File: config.mk
export PLATFORM = sky130hd
export DESIGN_NAME = json_string_field_extractor
export DESIGN_NICKNAME = d
export VERILOG_FILES = /design/src/rtl/jsfe_pkg.sv /design/src/rtl/json_string_field_extractor.sv /design/src/rtl/jsfe_cell.sv /design/src/rtl/jsfe_ctrl.sv
export SDC_FILE = /design/constraint.sdc
export NUM_CORES = 1
export LEC_CHECK = 0
export BUFFER_PORTS_ARGS = -buffer_cell sky130_fd_sc_hd__buf_4
export CORE_ASPECT_RATIO = 0.5
export CORE_MARGIN = 2
export CORE_UTILIZATION = 35
export DETAILED_ROUTE_END_ITERATION = 10
export HOLD_SLACK_MARGIN = 0.12
export SLEW_MARGIN = 30
export SYNTH_ARGS = -nofsm -noshare
export SYNTH_HDL_FRONTEND = slang
export SYNTH_HIERARCHICAL = 1
export SYNTH_SLANG_ARGS = --single-unit
File: constraint.sdc
create_clock -name clk -period 14.2 [get_ports clk]
set_clock_uncertainty 0.2 [all_clocks]
set_input_delay 1.42 -clock clk [delete_from_list [all_inputs] [get_ports clk]]
set_output_delay 1.42 -clock clk [all_outputs]
set_load 0.005 [all_outputs]
File: src/rtl/jsfe_pkg.sv
// Shared types and constants of the JSON string field extractor.
// No dependencies; imported by every module under rtl/.
`default_nettype none

package jsfe_pkg;

	localparam int MAX_KEY_CHARS = 8;
	localparam int WIN_DEPTH     = MAX_KEY_CHARS + 1;
	localparam int KEY_BITS      = 8 * MAX_KEY_CHARS;
	localparam int CFG_BITS      = KEY_BITS;
	localparam int LEN_BITS      = 4;
	localparam int OBUF_DEPTH    = 2;

	localparam logic [7:0] CH_COLON  = 8'h3A;
	localparam logic [7:0] CH_SPACE  = 8'h20;
	localparam logic [7:0] CH_TAB    = 8'h09;
	localparam logic [7:0] CH_CR     = 8'h0D;
	localparam logic [7:0] CH_LF     = 8'h0A;
	localparam logic [7:0] CH_QUOTE  = 8'h22;
	localparam logic [7:0] CH_BSLASH = 8'h5C;
	localparam logic [7:0] CH_N      = 8'h6E;
	localparam logic [7:0] CH_R      = 8'h72;
	localparam logic [7:0] CH_T      = 8'h74;

	// configuration register indexes
	localparam logic REG_KEY_TEXT   = 1'b0;
	localparam logic REG_KEY_LENGTH = 1'b1;

	typedef enum logic [1:0] {
		ST_RUNNING = 2'd0,
		ST_FOUND   = 2'd1,
		ST_FAILED  = 2'd2
	} status_t;

	typedef enum logic [3:0] {
		PH_SEARCH = 4'b0001,
		PH_COLON  = 4'b0010,
		PH_SPACE  = 4'b0100,
		PH_VALUE  = 4'b1000
	} phase_t;

	typedef struct packed {
		logic [7:0] data_byte;
		logic       body_end;
	} in_t;

	typedef struct packed {
		logic [7:0] value_byte;
		logic       byte_valid;
		logic [1:0] status;
		logic       finished;
	} out_t;

	// one entry of the sliding match window
	typedef struct packed {
		logic       valid;
		logic [7:0] data;
	} win_link_t;

	// window control from the parser
	typedef struct packed {
		logic shift;
		logic clear;
	} win_ctl_t;

endpackage

`default_nettype wire

File: src/rtl/json_string_field_extractor.sv
// Top level of the JSON string field extractor: config registers, match
// window of jsfe_cell, jsfe_ctrl sequencer, result buffer. Uses jsfe_pkg.
//
//   channel  | handshake              | payload
//   ---------+------------------------+-----------------------------------
//   item     | item_valid / item_stall| item   (data_byte, body_end)
//   result   | result_valid / _stall  | result (value_byte, byte_valid,
//            |                        |         status, finished)
//   config   | cfg_we                 | cfg_index, cfg_data
//
// One body byte per cycle unless stalled; results leave via the buffer.
// The match window is a row of nine byte cells shifting per accepted byte
// in the key search; all nine compares plus one AND tree set the cycle.
// Reset leaves the key empty and the block searching for a new body.
// item_stall rises only while both result buffer entries are occupied.
`default_nettype none

module json_string_field_extractor (
	input  wire logic                          clk,
	input  wire logic                          arst_n,
	input  wire logic                          item_valid,
	output logic                               item_stall,
	input  wire jsfe_pkg::in_t                 item,
	output logic                               result_valid,
	input  wire logic                          result_stall,
	output jsfe_pkg::out_t                     result,
	input  wire logic                          cfg_we,
	input  wire logic                          cfg_index,
	input  wire logic [jsfe_pkg::CFG_BITS-1:0] cfg_data
);
	import jsfe_pkg::*;

	localparam int PTR_BITS = $clog2(OBUF_DEPTH);
	localparam int CNT_BITS = $clog2(OBUF_DEPTH + 1);

	logic [KEY_BITS-1:0] key_text_q;
	logic [LEN_BITS-1:0] key_length_q;
	logic [LEN_BITS-1:0] key_len;

	logic       accept;
	logic       key_hit;
	logic       emit;
	out_t       res_new;
	win_ctl_t   win_ctl;
	win_link_t  link [WIN_DEPTH+1];
	logic [WIN_DEPTH-1:0] cell_ok;

	out_t                buf_q [OBUF_DEPTH];
	logic [PTR_BITS-1:0] wr_ptr_q, rd_ptr_q;
	logic [CNT_BITS-1:0] cnt_q;
	logic                pop;

	always_ff @(posedge clk or negedge arst_n) begin
		if (!arst_n) begin
			key_text_q   <= '0;
			key_length_q <= '0;
		end else if (cfg_we) begin
			unique case (cfg_index)
				REG_KEY_TEXT:   key_text_q   <= cfg_data;
				REG_KEY_LENGTH: key_length_q <= cfg_data[LEN_BITS-1:0];
				default: ;
			endcase
		end
	end

	assign key_len = (key_length_q > LEN_BITS'(MAX_KEY_CHARS))
		? LEN_BITS'(MAX_KEY_CHARS) : key_length_q;

	assign accept = item_valid && !item_stall;

	assign link[0] = '{valid: 1'b1, data: item.data_byte};

	for (genvar j = 0; j < WIN_DEPTH; j++) begin : g_cell
		jsfe_cell u_cell (
			.clk      (clk),
			.arst_n   (arst_n),
			.cell_idx (LEN_BITS'(j)),
			.key_len  (key_len),
			.key_text (key_text_q),
			.ctl      (win_ctl),
			.prev     (link[j]),
			.cur      (link[j+1]),
			.ok       (cell_ok[j])
		);
	end

	assign key_hit = (item.data_byte == CH_QUOTE) && (&cell_ok);

	jsfe_ctrl u_ctrl (
		.clk     (clk),
		.arst_n  (arst_n),
		.accept  (accept),
		.item    (item),
		.key_hit (key_hit),
		.win_ctl (win_ctl),
		.emit    (emit),
		.result  (res_new)
	);

	// two-entry result buffer decouples the sides
	assign pop          = result_valid && !result_stall;
	assign result_valid = (cnt_q != '0);
	assign item_stall   = (cnt_q == CNT_BITS'(OBUF_DEPTH));
	assign result       = buf_q[rd_ptr_q];

	always_ff @(posedge clk) begin
		if (emit) begin
			buf_q[wr_ptr_q] <= res_new;
		end
	end

	always_ff @(posedge clk or negedge arst_n) begin
		if (!arst_n) begin
			wr_ptr_q <= '0;
			rd_ptr_q <= '0;
			cnt_q    <= '0;
		end else begin
			if (emit) begin
				wr_ptr_q <= wr_ptr_q + PTR_BITS'(1);
			end
			if (pop) begin
				rd_ptr_q <= rd_ptr_q + PTR_BITS'(1);
			end
			unique case ({emit, pop})
				2'b10:   cnt_q <= cnt_q + CNT_BITS'(1);
				2'b01:   cnt_q <= cnt_q - CNT_BITS'(1);
				default: cnt_q <= cnt_q;
			endcase
		end
	end

`ifndef SYNTHESIS
	a_cnt_range: assert property (@(posedge clk) disable iff (!arst_n)
		cnt_q <= CNT_BITS'(OBUF_DEPTH))
		else $error("result buffer overflow");
	a_emit_room: assert property (@(posedge clk) disable iff (!arst_n)
		emit |-> cnt_q != CNT_BITS'(OBUF_DEPTH))
		else $error("result written into full buffer");
	a_ptr_gap: assert property (@(posedge clk) disable iff (!arst_n)
		cnt_q == '0 |-> wr_ptr_q == rd_ptr_q)
		else $error("buffer pointers disagree with count");
`endif

endmodule

`default_nettype wire

File: src/rtl/jsfe_cell.sv
// One cell of the key match window: holds one byte, shifts it on to its
// neighbor, and compares it against its key character or the opening quote. Uses jsfe_pkg.
`default_nettype none

module jsfe_cell (
	input  wire logic                            clk,
	input  wire logic                            arst_n,
	input  wire logic [jsfe_pkg::LEN_BITS-1:0]   cell_idx,
	input  wire logic [jsfe_pkg::LEN_BITS-1:0]   key_len,
	input  wire logic [jsfe_pkg::KEY_BITS-1:0]   key_text,
	input  wire jsfe_pkg::win_ctl_t              ctl,
	input  wire jsfe_pkg::win_link_t             prev,
	output jsfe_pkg::win_link_t                  cur,
	output logic                                 ok
);
	import jsfe_pkg::*;

	logic                valid_q;
	logic [7:0]          data_q;
	logic [2:0]          key_pos;
	logic [7:0]          expected;

	always_ff @(posedge clk or negedge arst_n) begin
		if (!arst_n) begin
			valid_q <= 1'b0;
		end else if (ctl.clear) begin
			valid_q <= 1'b0;
		end else if (ctl.shift) begin
			valid_q <= prev.valid;
		end
	end

	always_ff @(posedge clk) begin
		if (ctl.shift) begin
			data_q <= prev.data;
		end
	end

	// cell j sees key char len-1-j, and the opening quote at j == len
	always_comb begin
		key_pos  = 3'(key_len - cell_idx - LEN_BITS'(1));
		expected = (cell_idx < key_len)
			? key_text[{key_pos, 3'b000} +: 8] : CH_QUOTE;
		ok       = (cell_idx > key_len) || (valid_q && (data_q == expected));
	end

	assign cur = '{valid: valid_q, data: data_q};

endmodule

`default_nettype wire

File: src/rtl/jsfe_ctrl.sv
// Phase sequencer of the extractor: key match result in, value decode,
// completion and failure results out. Uses jsfe_pkg.
`default_nettype none

module jsfe_ctrl (
	input  wire logic          clk,
	input  wire logic          arst_n,
	input  wire logic          accept,
	input  wire jsfe_pkg::in_t item,
	input  wire logic          key_hit,
	output jsfe_pkg::win_ctl_t win_ctl,
	output logic               emit,
	output jsfe_pkg::out_t     result
);
	import jsfe_pkg::*;

	phase_t phase_q, phase_d;
	logic   esc_q, esc_d;
	logic   done_q, done_d;
	logic   push;
	logic [7:0] c;

	assign c = item.data_byte;

	always_comb begin
		phase_d = phase_q;
		esc_d   = esc_q;
		done_d  = done_q;
		emit    = 1'b0;
		push    = 1'b0;
		result  = '{value_byte: 8'h00, byte_valid: 1'b0,
			status: ST_RUNNING, finished: 1'b0};

		if (!done_q) begin
			unique case (phase_q)
				PH_SEARCH: begin
					if (key_hit) begin
						phase_d = PH_COLON;
					end else begin
						push = 1'b1;
					end
				end
				PH_COLON: begin
					if (c == CH_COLON) begin
						phase_d = PH_SPACE;
					end
				end
				PH_SPACE: begin
					if (c == CH_QUOTE) begin
						phase_d = PH_VALUE;
					end else if (!(c == CH_SPACE || c == CH_TAB ||
							c == CH_CR || c == CH_LF)) begin
						emit            = 1'b1;
						result.status   = ST_FAILED;
						result.finished = 1'b1;
						done_d          = 1'b1;
					end
				end
				PH_VALUE: begin
					if (esc_q) begin
						esc_d             = 1'b0;
						emit              = 1'b1;
						result.byte_valid = 1'b1;
						priority if (c == CH_N) begin
							result.value_byte = CH_LF;
						end else if (c == CH_R) begin
							result.value_byte = CH_CR;
						end else if (c == CH_T) begin
							result.value_byte = CH_TAB;
						end else begin
							result.value_byte = c;
						end
					end else if (c == CH_BSLASH) begin
						esc_d = 1'b1;
					end else if (c == CH_QUOTE) begin
						emit            = 1'b1;
						result.status   = ST_FOUND;
						result.finished = 1'b1;
						done_d          = 1'b1;
					end else begin
						emit              = 1'b1;
						result.byte_valid = 1'b1;
						result.value_byte = c;
					end
				end
				default: begin
					phase_d = PH_SEARCH;
				end
			endcase
			// body ran out before the value closed
			if (item.body_end && !done_d) begin
				emit   = 1'b1;
				result = '{value_byte: 8'h00, byte_valid: 1'b0,
					status: ST_FAILED, finished: 1'b1};
			end
		end

		if (item.body_end) begin
			phase_d = PH_SEARCH;
			esc_d   = 1'b0;
			done_d  = 1'b0;
		end

		emit          = emit && accept;
		win_ctl.shift = push && accept;
		win_ctl.clear = item.body_end && accept;
	end

	always_ff @(posedge clk or negedge arst_n) begin
		if (!arst_n) begin
			phase_q <= PH_SEARCH;
			esc_q   <= 1'b0;
			done_q  <= 1'b0;
		end else if (accept) begin
			phase_q <= phase_d;
			esc_q   <= esc_d;
			done_q  <= done_d;
		end
	end

`ifndef SYNTHESIS
	a_done_silent: assert property (@(posedge clk) disable iff (!arst_n)
		accept && done_q |-> !emit)
		else $error("result produced after extraction finished");
	a_rearm: assert property (@(posedge clk) disable iff (!arst_n)
		accept && item.body_end |=> phase_q == PH_SEARCH && !done_q && !esc_q)
		else $error("body end did not re-arm");
	a_esc_in_value: assert property (@(posedge clk) disable iff (!arst_n)
		esc_q |-> phase_q == PH_VALUE)
		else $error("escape pending outside value");
	a_push_search: assert property (@(posedge clk) disable iff (!arst_n)
		win_ctl.shift |-> phase_q == PH_SEARCH && !done_q)
		else $error("window shifted outside key search");
`endif

endmodule

`default_nettype wire
==> metrics.md <==
| Metric | Value |
|---|---|
| Via count | `11100` |
| Crit path launch | `key_length_q[3]` |
| Drt pass-1 iters | `6` |
| Routed wire length | `47000 um` |
| Number of port buffers | `92` |
| Hold WC Path Type | `flip-flop to flip-flop` |
| Pwr dens | `154 mW/mm2` |
| Setup Fix Bufs, Post-CTS | `0` |
| Area grow syn2layout | `10.3%` |
| Final count of hold timing violations | `0` |
| # resized after CTS | `0` |
| Mapped Area | `0.0151 mm2` |
| Fmax | `0.148 GHz` |
| Final nets | `1401` |
| Vias in the first global route | `11000` |
| Slew Limit Fails | `0` |
| CTS H-tree depth | `4` |
| CTS tree | `yes` |
| Routed len/inst | `25.3 um` |
| Combinational fraction of design power | `44.6%` |
| Worst-case clock buffer depth | `2` |
| Setup violators final | `0` |
| Reg-to-Reg End | `g_cell[8].u_cell/valid_q` |
| Sw frac | `40.2%` |
| Worst skew pair latency | `470 ps` |
| Fillers | `4047` |
| CP endpoint kind | `flip-flop` |
| CTS Hold Bufs | `0` |
| CTS buffer count | `17` |
| Core area | `0.0423 mm2` |
| CP required | `14320 ps` |
| Seq pwr share | `36.8%` |
| Routed vias/inst | `5.97` |
| Worst-margin pin slew | `912 ps` |
| Yosys warns | `6` |
| Internal power | `1.54 mW` |
| Critical path class | `flip-flop to flip-flop` |
| LEAKAGE | `6.67 nW` |
| CP endpoint | `g_cell[8].u_cell/valid_q` |
| Die Y | `151 um` |
| Root buffer cell | `clkbuf_16` |
| Clock transition at path regs | `70 ps` |
| Inserted Diodes | `0` |
| Total net switching power | `1.04 mW` |
| TNS Setup | `0 ps` |
| Worst Setup Start Kind | `flip-flop` |
| Crit Path Max Fanout | `64` |
| Reg2reg start | `key_length_q[3]` |
| Status | `complete, no violations` |
| Power consumption | `2.57 mW` |
| Slew Limit Headroom | `39.2%` |
| Largest net degree at the start of global routing | `69` |
| Initial antenna violation count | `3` |
| GRT Util Overall | `21.1%` |
| VDD IR max | `0.0000901 V` |
| DRC violations left | `0` |
| Min Tclk post-route | `6760 ps` |
| R2r setup slk | `7440 ps` |
| CP Data Arrival Time | `6890 ps` |
| Global route total overflow | `0` |
| Layout cell share with drive strength beyond 1 | `26.3%` |
| Average cell area after synthesis | `12.7 um2` |
| Die area | `0.0450 mm2` |
| Boundary Pins | `93` |
| Final period util | `47.6%` |
| GP Congestion | `0.884` |
| Sink Count | `183` |
| Max Cap Viol | `0` |
| Clk network pwr share | `18.6%` |
| Detail Route Antenna Nets | `0` |
| Rows | `53` |
| Starting density of the core | `35.8%` |
| First-pass GRT wire length | `69400 um` |
| Starting DRT DRC Count | `1334` |
| Die Wd | `298 um` |
| RSZ-0062 raised after global routing | `false` |
| Hpwl dp | `32300 um` |
| Cell count after synthesis | `1190` |
| R2R cell count | `18` |
==> sequential cells by signal, indices dropped and copies added (netlist names) <==
register               flops
buf_q                     24
cnt_q                      2
g_cell.u_cell/data_q      72
g_cell.u_cell/valid_q      9
key_length_q               4
key_text_q                64
rd_ptr_q                   1
u_ctrl/done_q              1
u_ctrl/esc_q               1
u_ctrl/phase_q             4
wr_ptr_q                   1
==> how the worst min path moves through the flow <==
stage / depth (start not counted) / slack [ps] / from / endpoint
after floorplan: 0 / 240 / g_cell[0].u_cell/data_q[4] / g_cell[1].u_cell/data_q[4]
after global placement: 1 / 260 / cnt_q[1] / cnt_q[1]
after detailed placement: 0 / 260 / g_cell[0].u_cell/data_q[0] / g_cell[1].u_cell/data_q[0]
after CTS: 0 / 280 / g_cell[0].u_cell/data_q[0] / g_cell[1].u_cell/data_q[0]
after global routing: 0 / 290 / g_cell[0].u_cell/data_q[7] / g_cell[1].u_cell/data_q[7]
final: 0 / 280 / g_cell[0].u_cell/data_q[0] / g_cell[1].u_cell/data_q[0]
==> critical path: stages (launching register included) <==
cell       delay (ps)
dfrtp_1           730
nor2b_1           240
buf_4             280
ha_1              240
fa_2              910
mux2i_1           170
mux4_2            520
o31ai_1           230
o2111ai_1         140
or4b_1            480
o21ai_1           450
nand4b_1          160
nor4_1            620
or3_1             240
nor3_2             40
buf_4             200
buf_4             360
mux2i_1           260
nor2_1             60
==> layout by cell type, fill, tap and decap left out, types with 45 or more instances in the layout <==
master / count
edfxtp_1: 96
mux2i_1: 146
dfrtp_1: 86
conb_1: 46
mux2_4: 60
inv_1: 49
mux4_1: 45
buf_4: 107
ha_1: 46
mux4_2: 63
==> power by group through the flow <==
stage | logic (mW) | clock network [mW] | registers [mW]
finish | 1.15 | 0.480 | 0.947
global route | 1.24 | 0.510 | 0.950
CTS | 1.14 | 0.491 | 0.934
detailed placement | 1.13 | 0 | 0.945
global placement | 1.10 | 0 | 0.942
floorplan | 0.958 | 0 | 0.819
==> layer usage <==
layer / track usage (%) / part of all wire [%]
met3: 4.40 / 8.4
met4: 9.92 / 4.6
met5: 0 / 0
met1: 26.9 / 41
met2: 34.6 / 46
==> area by class of cell <==
class | count | area [um2] | area share, %
Timing Repair Buffer | 108 | 815 | 4.88
Inverter | 50 | 188 | 1.13
Clock buffer | 18 | 429 | 2.57
Tap cell | 577 | 722 | 4.33
Sequential cell | 183 | 5060 | 30.3
Multi-Input combinational cell | 907 | 9300 | 55.7
Clock inverter | 14 | 170 | 1.02
==> stage by stage <==
stage / instance area, um2 / cells / hold WS, ps / utilization (%) / setup slack [ps]
after floorplan: 15300 / 1234 / 244 / - / 3620
final: 16700 / 1857 / 278 / 39.4 / 7440
after global placement: 16100 / 1825 / 262 / 37.9 / 7340
after CTS: 16700 / 1857 / 281 / 39.4 / 7210
after detailed placement: 16100 / 1825 / 264 / 38.0 / 7220
after global routing: 16700 / 1857 / 286 / 39.4 / 7160
Note: power is estimated with default switching activity, not from simulation.
